## config.mk

```make
export PLATFORM = sky130hd
export DESIGN_NAME = key_press_length_classifier_top
export DESIGN_NICKNAME = d
export VERILOG_FILES = /design/src/rtl/kplc_pkg.sv /design/src/rtl/kplc_cell.sv /design/src/rtl/key_press_length_classifier_top.sv
export VERILOG_INCLUDE_DIRS = /design/src /design/src/rtl
export SDC_FILE = /design/constraint.sdc
export NUM_CORES = 1
export LEC_CHECK = 0
export BUFFER_PORTS_ARGS = -buffer_cell sky130_fd_sc_hd__buf_2
export CAP_MARGIN = 30
export CORE_ASPECT_RATIO = 1.1
export CORE_MARGIN = 2
export CORE_UTILIZATION = 55
export DETAILED_ROUTE_END_ITERATION = 8
export HOLD_SLACK_MARGIN = 0.02
export PLACE_DENSITY = 0.77
export RECOVER_POWER = 50
export SYNTH_ARGS = -nofsm -noshare
export SYNTH_HDL_FRONTEND = slang
export SYNTH_SLANG_ARGS = --single-unit
```

## constraint.sdc

```tcl
create_clock -name aclk -period 4.66 [get_ports aclk]
set_input_delay 0.233 -clock aclk [delete_from_list [all_inputs] [get_ports aclk]]
set_output_delay 0.233 -clock aclk [all_outputs]
set_load 0.02 [all_outputs]
```

## src/rtl/key_press_length_classifier_top_defines.svh

```systemverilog
// Assertion macros shared by the key press length classifier RTL.
`ifndef KEY_PRESS_LENGTH_CLASSIFIER_TOP_DEFINES_SVH
`define KEY_PRESS_LENGTH_CLASSIFIER_TOP_DEFINES_SVH

`ifndef SYNTHESIS
// Condition holds at every clock edge out of reset
`define KPLC_ASSERT_ALWAYS(lbl, cond) \
    lbl: assert property (@(posedge aclk) disable iff (!aresetn) (cond)) \
        else $error("kplc invariant violated");
// Antecedent at one edge implies consequent at the next edge
`define KPLC_ASSERT_NEXT(lbl, ante, cons) \
    lbl: assert property (@(posedge aclk) disable iff (!aresetn) (ante) |=> (cons)) \
        else $error("kplc sequence violated");
`else
`define KPLC_ASSERT_ALWAYS(lbl, cond)
`define KPLC_ASSERT_NEXT(lbl, ante, cons)
`endif

`endif

```

## src/rtl/kplc_pkg.sv

```systemverilog
// Types and constants of the key press length classifier.
package kplc_pkg;

    localparam int unsigned LINE_COUNT = 4;
    localparam int unsigned CNT_W      = 8;
    localparam int unsigned GAP_W      = 6;

    typedef logic [2:0]       key_id_t;
    typedef logic [CNT_W-1:0] count_t;

    localparam key_id_t NO_KEY = 3'd4;

    // Item kind carried on tuser
    typedef enum logic {
        OP_SCAN = 1'b0,
        OP_ACK  = 1'b1
    } op_t;

    // Configuration register indexes
    typedef enum logic [1:0] {
        CFG_SHORT_THR   = 2'd0,
        CFG_LONG_THR    = 2'd1,
        CFG_REPEAT_GAP  = 2'd2,
        CFG_COUNTER_CAP = 2'd3
    } cfg_idx_t;

    typedef struct packed {
        count_t           short_thr;
        count_t           long_thr;
        logic [GAP_W-1:0] repeat_gap;
        count_t           counter_cap;
    } cfg_t;

    // Release search link: lowest rising key wins
    typedef struct packed {
        logic    seen;
        key_id_t rel;
        key_id_t long_rel;
    } rel_link_t;

    // Counting link: highest qualifying key wins
    typedef struct packed {
        key_id_t press;
        key_id_t long_press;
    } cnt_link_t;

endpackage

```

## src/rtl/kplc_cell.sv

```systemverilog
// One key cell: hold counter plus its stage of the release and counting chains.
module kplc_cell #(
    parameter kplc_pkg::key_id_t KEY_ID = 3'd0
) (
    input  logic                aclk,
    input  logic                aresetn,
    input  logic                step_en,
    input  logic                line_now,
    input  logic                line_prev,
    input  kplc_pkg::cfg_t      cfg,
    input  kplc_pkg::rel_link_t rel_in,
    output kplc_pkg::rel_link_t rel_out,
    input  kplc_pkg::cnt_link_t cnt_in,
    output kplc_pkg::cnt_link_t cnt_out
);
    import kplc_pkg::*;

    count_t     hold_count_reg;
    count_t     hold_count_next;
    count_t     inc_count;
    logic       rising;
    logic       first_rise;
    logic       hit_press;
    logic       hit_long;
    logic [8:0] long_fire;

    // Release search stage
    always_comb begin
        rising     = line_now & ~line_prev;
        first_rise = rising & ~rel_in.seen;
        rel_out.seen = rel_in.seen | rising;
        rel_out.rel  = (first_rise && hold_count_reg > cfg.short_thr
                        && hold_count_reg < cfg.long_thr) ? KEY_ID : rel_in.rel;
        rel_out.long_rel = (first_rise && hold_count_reg > cfg.long_thr)
                           ? KEY_ID : rel_in.long_rel;
    end

    // Counting stage
    always_comb begin
        inc_count = (hold_count_reg < cfg.counter_cap) ? hold_count_reg + 8'd1
                                                       : hold_count_reg;
        long_fire = {1'b0, cfg.long_thr} + {3'b000, cfg.repeat_gap};
        hit_press = !line_now && (inc_count == cfg.short_thr);
        hit_long  = !line_now && ({1'b0, inc_count} == long_fire);
        cnt_out.press      = hit_press ? KEY_ID : cnt_in.press;
        cnt_out.long_press = hit_long  ? KEY_ID : cnt_in.long_press;
        if (line_now) begin
            hold_count_next = '0;
        end else if (hit_long) begin
            hold_count_next = cfg.long_thr + 8'd1;
        end else begin
            hold_count_next = inc_count;
        end
    end

    always_ff @(posedge aclk) begin
        if (!aresetn) begin
            hold_count_reg <= '0;
        end else if (step_en) begin
            hold_count_reg <= hold_count_next;
        end
    end

endmodule

```

## src/rtl/key_press_length_classifier_top.sv

```systemverilog
// Results are registered: in the output register, or the skid entry on a stall.
// Throughput: one item per cycle while s_tready is high; cells run in parallel.
// A two-entry output buffer keeps input transfers going while a result waits.
// Reset (aresetn low, synchronous): counters zero, key lines released,
// all events none, configuration at its defaults, output buffer empty.
`include "key_press_length_classifier_top_defines.svh"

module key_press_length_classifier_top #(
    parameter int unsigned KEY_COUNT = 4
) (
    input  logic        aclk,
    input  logic        aresetn,
    input  logic        s_tvalid,
    output logic        s_tready,
    input  logic [7:0]  s_tdata,   // key_lines[3:0], clear_mask[7:4]
    input  logic [0:0]  s_tuser,   // op[0]
    output logic        m_tvalid,
    input  logic        m_tready,
    output logic [15:0] m_tdata,   // pressed_key[2:0], released_key[5:3],
                                   // long_pressed_key[8:6], long_released_key[11:9]
    input  logic        cfg_wr_en,
    input  logic [1:0]  cfg_addr,
    input  logic [7:0]  cfg_wdata
);
    import kplc_pkg::*;

    cfg_t                  cfg_reg;
    logic [LINE_COUNT-1:0] previous_lines_reg;
    key_id_t               press_reg, release_reg, long_press_reg, long_release_reg;
    key_id_t               press_next, release_next, long_press_next, long_release_next;
    logic [15:0]           out_data_reg, skid_data_reg, result_word;
    logic                  out_valid_reg, skid_valid_reg;

    logic                  s_xfer, m_xfer, scan_xfer, ack_xfer;
    logic                  search_en, count_en, step_en;
    logic [LINE_COUNT-1:0] key_lines, clear_mask;
    key_id_t               rel_found, long_rel_found;

    rel_link_t rel_chain [KEY_COUNT+1];
    cnt_link_t cnt_chain [KEY_COUNT+1];

    assign s_tready   = !skid_valid_reg;
    assign s_xfer     = s_tvalid && s_tready;
    assign m_xfer     = m_tvalid && m_tready;
    assign scan_xfer  = s_xfer && (op_t'(s_tuser[0]) == OP_SCAN);
    assign ack_xfer   = s_xfer && (op_t'(s_tuser[0]) == OP_ACK);
    assign key_lines  = s_tdata[LINE_COUNT-1:0];
    assign clear_mask = s_tdata[2*LINE_COUNT-1:LINE_COUNT];

    // Chain heads
    assign rel_chain[0] = '{seen: 1'b0, rel: NO_KEY, long_rel: NO_KEY};
    assign cnt_chain[0] = '{press: press_reg, long_press: long_press_reg};

    // Row of key cells; keys without a line stay released
    for (genvar k = 0; k < KEY_COUNT; k++) begin : g_cell
        logic line_now, line_prev;
        if (k < LINE_COUNT) begin : g_line
            assign line_now  = key_lines[k];
            assign line_prev = previous_lines_reg[k];
        end else begin : g_noline
            assign line_now  = 1'b1;
            assign line_prev = 1'b1;
        end
        kplc_cell #(
            .KEY_ID (3'(k))
        ) u_cell (
            .aclk      (aclk),
            .aresetn   (aresetn),
            .step_en   (step_en),
            .line_now  (line_now),
            .line_prev (line_prev),
            .cfg       (cfg_reg),
            .rel_in    (rel_chain[k]),
            .rel_out   (rel_chain[k+1]),
            .cnt_in    (cnt_chain[k]),
            .cnt_out   (cnt_chain[k+1])
        );
    end

    // Event update: release search first, then counting gated by the new release
    always_comb begin
        rel_found      = rel_chain[KEY_COUNT].rel;
        long_rel_found = rel_chain[KEY_COUNT].long_rel;
        search_en = (release_reg == NO_KEY) && (long_release_reg == NO_KEY);
        press_next        = press_reg;
        release_next      = release_reg;
        long_press_next   = long_press_reg;
        long_release_next = long_release_reg;
        if (search_en) begin
            release_next      = rel_found;
            long_release_next = long_rel_found;
        end
        count_en = (release_next == NO_KEY) && (long_press_reg == NO_KEY);
        step_en  = scan_xfer && count_en;
        if (count_en) begin
            press_next      = cnt_chain[KEY_COUNT].press;
            long_press_next = cnt_chain[KEY_COUNT].long_press;
        end
        if (ack_xfer) begin
            press_next        = clear_mask[0] ? NO_KEY : press_reg;
            release_next      = clear_mask[1] ? NO_KEY : release_reg;
            long_press_next   = clear_mask[2] ? NO_KEY : long_press_reg;
            long_release_next = clear_mask[3] ? NO_KEY : long_release_reg;
        end
        result_word = {4'b0000, long_release_next, long_press_next,
                       release_next, press_next};
    end

    // State registers
    always_ff @(posedge aclk) begin
        if (!aresetn) begin
            previous_lines_reg <= '1;
            press_reg          <= NO_KEY;
            release_reg        <= NO_KEY;
            long_press_reg     <= NO_KEY;
            long_release_reg   <= NO_KEY;
        end else if (s_xfer) begin
            press_reg        <= press_next;
            release_reg      <= release_next;
            long_press_reg   <= long_press_next;
            long_release_reg <= long_release_next;
            if (scan_xfer) begin
                previous_lines_reg <= key_lines;
            end
        end
    end

    // Configuration writes
    always_ff @(posedge aclk) begin
        if (!aresetn) begin
            cfg_reg <= '{short_thr: 8'd2, long_thr: 8'd60, repeat_gap: 6'd6,
                         counter_cap: 8'd230};
        end else if (cfg_wr_en) begin
            case (cfg_idx_t'(cfg_addr))
                CFG_SHORT_THR:   cfg_reg.short_thr   <= cfg_wdata;
                CFG_LONG_THR:    cfg_reg.long_thr    <= cfg_wdata;
                CFG_REPEAT_GAP:  cfg_reg.repeat_gap  <= cfg_wdata[GAP_W-1:0];
                CFG_COUNTER_CAP: cfg_reg.counter_cap <= cfg_wdata;
                default: ;
            endcase
        end
    end

    // Two-entry output buffer: output register plus skid entry
    always_ff @(posedge aclk) begin
        if (!aresetn) begin
            out_valid_reg  <= 1'b0;
            skid_valid_reg <= 1'b0;
        end else if (m_xfer || !out_valid_reg) begin
            if (skid_valid_reg) begin
                out_valid_reg  <= 1'b1;
                skid_valid_reg <= s_xfer;
            end else begin
                out_valid_reg  <= s_xfer;
            end
        end else if (s_xfer) begin
            skid_valid_reg <= 1'b1;
        end
    end

    always_ff @(posedge aclk) begin
        if (m_xfer || !out_valid_reg) begin
            if (skid_valid_reg) begin
                out_data_reg <= skid_data_reg;
                if (s_xfer) begin
                    skid_data_reg <= result_word;
                end
            end else if (s_xfer) begin
                out_data_reg <= result_word;
            end
        end else if (s_xfer) begin
            skid_data_reg <= result_word;
        end
    end

    assign m_tvalid = out_valid_reg;
    assign m_tdata  = out_data_reg;

    // Checks
    `KPLC_ASSERT_ALWAYS(a_skid_behind_out, !skid_valid_reg || out_valid_reg)
    `KPLC_ASSERT_NEXT(a_stall_fills_skid, s_xfer && m_tvalid && !m_tready, skid_valid_reg)
    `KPLC_ASSERT_NEXT(a_result_follows, s_xfer, m_tvalid)
    `KPLC_ASSERT_ALWAYS(a_one_release_kind,
        (release_reg == NO_KEY) || (long_release_reg == NO_KEY))
    `KPLC_ASSERT_NEXT(a_full_ack_clears, ack_xfer && (clear_mask == 4'hF),
        (press_reg == NO_KEY) && (release_reg == NO_KEY)
        && (long_press_reg == NO_KEY) && (long_release_reg == NO_KEY))

endmodule
```

==> results of run 1 <==
## Yosys cell counts, types with 15 or more instances
| cell type | instances |
|---|---|
| nand3_1 | 27 |
| nand2_1 | 114 |
| edfxtp_1 | 24 |
| nand4_1 | 25 |
| inv_1 | 45 |
| o21ai_1 | 15 |
| mux2i_1 | 22 |
| nor3_1 | 46 |
| o21ai_0 | 44 |
| dfxtp_1 | 80 |
| a21oi_1 | 82 |
| xor2_1 | 29 |
| ha_1 | 103 |
| nor2_1 | 71 |
| xnor2_1 | 60 |
| nor2b_1 | 25 |
| o211ai_1 | 34 |
| clkbuf_1 | 40 |
## layer usage
metal	up-vias	part of all wire, %
li1	4246	-
met1	4236	40
met2	506	42
met3	129	9.9
met4	0	7.2
met5	-	0
## worst paths after layout
check	cells after the start	end	slack (ps)	start
max	15	g_cell[3].u_cell.hold_count_reg[7]	470	cfg_reg[14]
min	3	cfg_reg[3]	140	cfg_wdata[3]
max reg2reg	15	g_cell[3].u_cell.hold_count_reg[7]	470	cfg_reg[14]
min reg2reg	2	cfg_reg[3]	460	cfg_reg[3]
## per-stage QoR
stage | std cells | total power, mW | instance area (sq um) | worst slack [ps] | hold WS, ps
2_1_floorplan | 1143 | 1.30 | 9430 | 1400 | 358
3_3_place_gp | 1355 | 1.43 | 9800 | 716 | 449
3_5_place_dp | 1356 | 1.44 | 9820 | 612 | 454
4_1_cts | 1372 | 2.21 | 10100 | 594 | 136
5_1_grt | 1373 | 2.29 | 10100 | 348 | 148
6_report | 1374 | 2.22 | 10100 | 469 | 142
## tightest hold or removal path, delay by kind of cell
kind / cells / cell delay, ps
buffers and inverters: 1 / 130
AND/OR/NAND/NOR: 1 / 60
AO/OA/AOI/OAI: 1 / 50
## cell families (layout without fill, tap and decap cells)
logic type | Yosys count | in the layout | synth area share [%]
adders and majority gates | 104 | 104 | 13.9
muxes | 31 | 31 | 3.44
xor gates and xnor gates | 95 | 95 | 9.65
buffers and inverters | 107 | 129 | 4.77
other | 1 | 5 | 0.0398
DFF | 104 | 104 | 24.7
AOI/OAI and AO/OA | 310 | 310 | 22.5
and+or+nand+nor | 388 | 388 | 21.0
## final cells by class
type                            instances  share of cell area (%)
Timing Repair Buffer                   67                    3.76
Multi-Input combinational cell        932                    65.9
Sequential cell                       104                    23.0
Tap cell                              208                    2.58
Inverter                               46                    1.71
Clock inverter                          7                   0.756
Antenna cell                            1                  0.0248
Clock buffer                            9                    2.23
## power by group
group	leakage (nW)	switching, mW	internal (mW)	total (mW)
registers	0.865	0.0267	0.949	0.975
clock network	0.140	0.413	0.379	0.792
logic	3.10	0.291	0.161	0.452
==> results.yml, run 1 <==
placement:
  gp_congestion: 1.00
  hpwl_mm: 23.0
  portBuffers: 37
clock_tree:
  cts-hold-fix-buffers: 0
  tritoncts: "built"
  htree_levels: 3
  clkSlewWorstSetupHoldPaths_ps: 90
  clock_sink_count: 104
  cts_made_buffers: 9
  root_buffer: "clkbuf_16"
  worstSkewPairLatency_ps: 380
  cts_buffer_depth: 2
  cts_resized: 0
  postCtsSetupRepairBufs: 0
floorplan:
  start_util_pct: 55.7
  io_pins: 42
  die_w_um: 129
  die-area_sq_um: 18200
  coreArea_sq_um: 16900
  rows: 50
  die_h_um: 141
grt:
  grt_overflow: 0
  grt.total_usage_pct: 34.2
  grt_use_met2_pct: 51.2
  top_usage_layer: "met2"
  grt_max_degree: 26
  use_met3_pct: 7.06
  grt_pass1_vias: 8537
  grt_pass1_wl_mm: 47.4
  antenna_found_initial: 0
  grtUsageMet1_pct: 44.3
setup_path:
  path_class: "register to register"
  path_buf_inv: 3
  start_kind: "register"
  critPathMaxFanout: 17
  endpoint_kind: "register"
  crit_slowest_cell: "a211oi_1"
  cp_data_arrival_time_ps: 4500
  required_ps: 4970
  crit_path_cell_trace: "buf_4 -> ha_1 -> inv_1 -> fa_1 -> nor2b_1 -> o311a_1 -> o21ai_1 -> a211oi_1 -> nor4_1 -> nand4_1 -> nor4b_4 -> buf_4 -> nor4_1 -> a31oi_1 -> o21ai_0"
  critPathTopFamily: "compound AO/OA/AOI/OAI gates"
  cpPeakStageDelay_ps: 920
logic_synthesis:
  ys.flop_type: "dfxtp_1"
  synth-edff-count: 24
  yosysSeqAreaShare_pct: 24.7
  synth_area_sq_um: 9410
  synth_cell_type_count: 87
  syn_avg_cell_area_sq_um: 8.26
  synth_top_area_cell: "dfxtp_1"
  yosys_warnings: 0
  synth_area_leaders: "dfxtp_1 17%, ha_1 14%, edfxtp_1 7.7%"
  ys_seq_elements: 104
  async_reset_ff_share_pct: 0
  synth_top_area_share_pct: 17.0
  syn_inst: 1140
sta:
  fin_setup_tns_ps: 0
  slew_violations: 0
  period_share_pct: 89.9
  rsz0062_at_grt: "false"
  period_minus_slack_ps: 4190
  setup_viol: 0
  hold_violations: 0
  fin_skew_ps: 16.7
  tightest_slew_ps: 1360
  fmax_mhz: 239
  slew_headroom_pct: 9.10
route:
  wire_per_inst_um: 22.3
  antenna_left: 0
  vias: 9117
  drtIter0Drc: 1009
  drc: 0
  first_pass_iters: 8
  finalWirelength_mm: 30.6
  viasPerCell: 6.64
cells_and_area:
  finalNetCount: 1288
  area_growth_pct: 7.20
  final_util_pct: 59.7
  multi_input_area_sq_um: 6650
  layout_commonest_cell: "nand2_1"
  fill_cells: 1521
  regArea_sq_um: 2320
  drive_gt1_share_pct: 7.98
  largest_reg_flops: 32
  layout_common_cells: "114 x nand2_1, 103 x ha_1, 82 x a21oi_1"
power:
  leakagePower_nw: 4.10
  ir_drop_mv: 0.183
  p_per_area_nw_per_um2: 220
worst_hold_path:
  hold_class: "input pin to register"
flow_run:
  drv_cap: 0
status:
  status: "complete, no violations"
(Power assumes the default switching activity.)
==> run 2, diff against run 1 <==
--- a/config.mk
+++ b/config.mk
@@ -15,6 +15,7 @@
 export HOLD_SLACK_MARGIN = 0.02
 export PLACE_DENSITY = 0.77
 export RECOVER_POWER = 50
+export SKIP_CTS_REPAIR_TIMING = 1
 export SYNTH_ARGS = -nofsm -noshare
 export SYNTH_HDL_FRONTEND = slang
 export SYNTH_SLANG_ARGS = --single-unit
==> constraint.sdc (replaced) <==
create_clock -name aclk -period 4.8 [get_ports aclk]
set_input_delay 0.24 -clock aclk [delete_from_list [all_inputs] [get_ports aclk]]
set_output_delay 0.24 -clock aclk [all_outputs]
set_load 0.02 [all_outputs]
==> results.yml, run 2 (synthesis results as in run 1) <==
setup_path:
  cp_data_arrival_time_ps: 4370
  crit_slowest_cell: "dfxtp_1"
  crit_path_cell_trace: "ha_1 -> a21oi_1 -> o21ai_0 -> a211oi_1 -> xor2_1 -> nor4_1 -> nand4_1 -> nor4b_4 -> buf_4 -> nor4_1 -> buf_2 -> a31oi_1 -> o21ai_0"
  cpPeakStageDelay_ps: 650
  rrSetupSlack_ps: 690
  critPathMaxFanout: 15
  required_ps: 5060
  start_kind: "register"
  reg2reg_depth: 13
  endpoint_kind: "register"
  cp-startpoint: "g_cell[3].u_cell.hold_count_reg[7]"
  r2r_end: "g_cell[3].u_cell.hold_count_reg[3]"
  path_buf_inv: 2
  path_class: "register to register"
  r2r_start: "g_cell[3].u_cell.hold_count_reg[7]"
  critPathTopFamily: "compound AO/OA/AOI/OAI gates"
cells_and_area:
  finalNetCount: 1298
  area_growth_pct: 8.21
  largest_reg_flops: 32
  layout_commonest_cell: "nand2_1"
  final_util_pct: 60.3
  fill_cells: 1519
  antennaDiodeCount: 0
  layout_common_cells: "114 x nand2_1, 103 x ha_1, 82 x a21oi_1"
  drive_gt1_share_pct: 8.85
sta:
  period_minus_slack_ps: 4110
  fmax_mhz: 243
  hold_violations: 0
  tightest_slew_ps: 1620
  fin_skew_ps: 14.0
  fin_setup_tns_ps: 0
  slew_headroom_pct: -7.82
  rsz0062_at_grt: "false"
  slew_violations: 31
  period_share_pct: 85.7
  setup_viol: 0
power:
  switching_power_uw: 696
  power_frac_seq_pct: 42.4
  p_int_mw: 1.53
  leakagePower_nw: 4.17
  p_clk_share_pct: 37.0
  p_per_area_nw_per_um2: 218
  ir_drop_mv: 0.163
  combinationalPowerShare_pct: 20.6
  p_sw_share_pct: 31.3
route:
  routed.top_layer: "met4"
  antenna_left: 0
  drtIter0Drc: 1032
  wl_met3_mm: 3.40
  viasPerCell: 6.64
  wl_met2_mm: 13.1
  drt-met1-wl_mm: 12.2
  wire_per_inst_um: 22.4
  vias: 9187
  drc: 0
  finalWirelength_mm: 31.0
  first_pass_iters: 7
grt:
  grt_max_degree: 31
  grt_overflow: 0
  grt.total_usage_pct: 34.2
  grt_pass1_wl_mm: 47.5
  antenna_found_initial: 0
  grt_pass1_vias: 8520
worst_hold_path:
  whs_endpoint: "cfg_reg[6]"
  min_path_cells: 3
  hold_class: "input pin to register"
  hp-start: "cfg_wdata[6]"
status:
  status: "finished with violations"
  violations: "max-capacitance violations, max-slew violations"
clock_tree:
  htree_levels: 3
  cts_buffer_depth: 2
  cts_made_buffers: 9
  clock_sink_count: 104
  root_buffer: "clkbuf_16"
  worstSkewPairLatency_ps: 370
  clkSlewWorstSetupHoldPaths_ps: 80
  tritoncts: "built"
floorplan:
  rows: 50
  start_util_pct: 55.7
  coreArea_sq_um: 16900
  die_w_um: 129
  die-area_sq_um: 18200
  io_pins: 42
  die_h_um: 141
placement:
  gp_congestion: 1.07
  hpwl_mm: 22.9
  portBuffers: 37
flow_run:
  drv_cap: 1
-- run 2: cell types whose count changed in the layout (fill, tap and decap cells not counted), sizes merged --
cell	previous run	this run
buf	48	57
clkinvlp	2	0
inv	47	48
bufinv	0	1
diode	1	0
clkbuf	28	31
clkinv	4	2
-- run 2: worst register-to-register path, stage by stage (launching register included) --
cell,delay [ps]
dfxtp_1,650
ha_1,360
a21oi_1,250
o21ai_0,210
a211oi_1,560
xor2_1,150
nor4_1,240
nand4_1,190
nor4b_4,470
buf_4,330
nor4_1,80
buf_2,230
a31oi_1,170
o21ai_0,100
-- run 2: power by group through the flow --
stage,sequential (mW),combinational (mW),clock [mW]
after floorplan,0.961,0.298,0
after global placement,0.962,0.435,0
after detailed placement,0.962,0.441,0
after CTS,0.942,0.445,0.825
after global routing,0.946,0.486,0.858
final,0.943,0.458,0.824
-- run 2: worst max path at each step --
| stage | to | slack, ps | cells past startpoint |
|---|---|---|---|
| 6_report | g_cell[3].u_cell.hold_count_reg[3] | 690 | 13 |
| 3_3_place_gp | g_cell[3].u_cell.hold_count_reg[2] | 630 | 13 |
| 2_1_floorplan | g_cell[0].u_cell.hold_count_reg[4] | 1540 | 13 |
| 4_1_cts | m_tdata[8] | 870 | 12 |
| 5_1_grt | g_cell[3].u_cell.hold_count_reg[3] | 580 | 13 |
| 3_5_place_dp | g_cell[3].u_cell.hold_count_reg[6] | 900 | 13 |
-- run 2: through the flow --
stage                     cells  power, mW  setup slack, ps  cell area [sq um]  hold slack [ps]
after floorplan            1143       1.26             1540               9430              365
after detailed placement   1364       1.40              905               9880              452
after global placement     1362       1.40              626               9860              443
final                      1383       2.22              686              10200              134
after global routing       1383       2.29              581              10200              163
after CTS                  1380       2.21              865              10200              130
-- run 2: per-layer routing --
metal	vias up	GRT usage, %
li1	4255	-
met1	4263	43.1
met2	541	52.2
met3	128	7.21
met4	0	23.5
met5	-	0
-- run 2: final cells by class --
cell class              instances  area, sq um  area share, %
inverters                      46          173           1.69
clock buffers                  11          253           2.48
well taps                     208          260           2.55
multi-input cells             932         6660           65.4
repair buffers                 77          449           4.41
flip-flops and latches        104         2320           22.8
clock inverters                 5         70.1          0.688
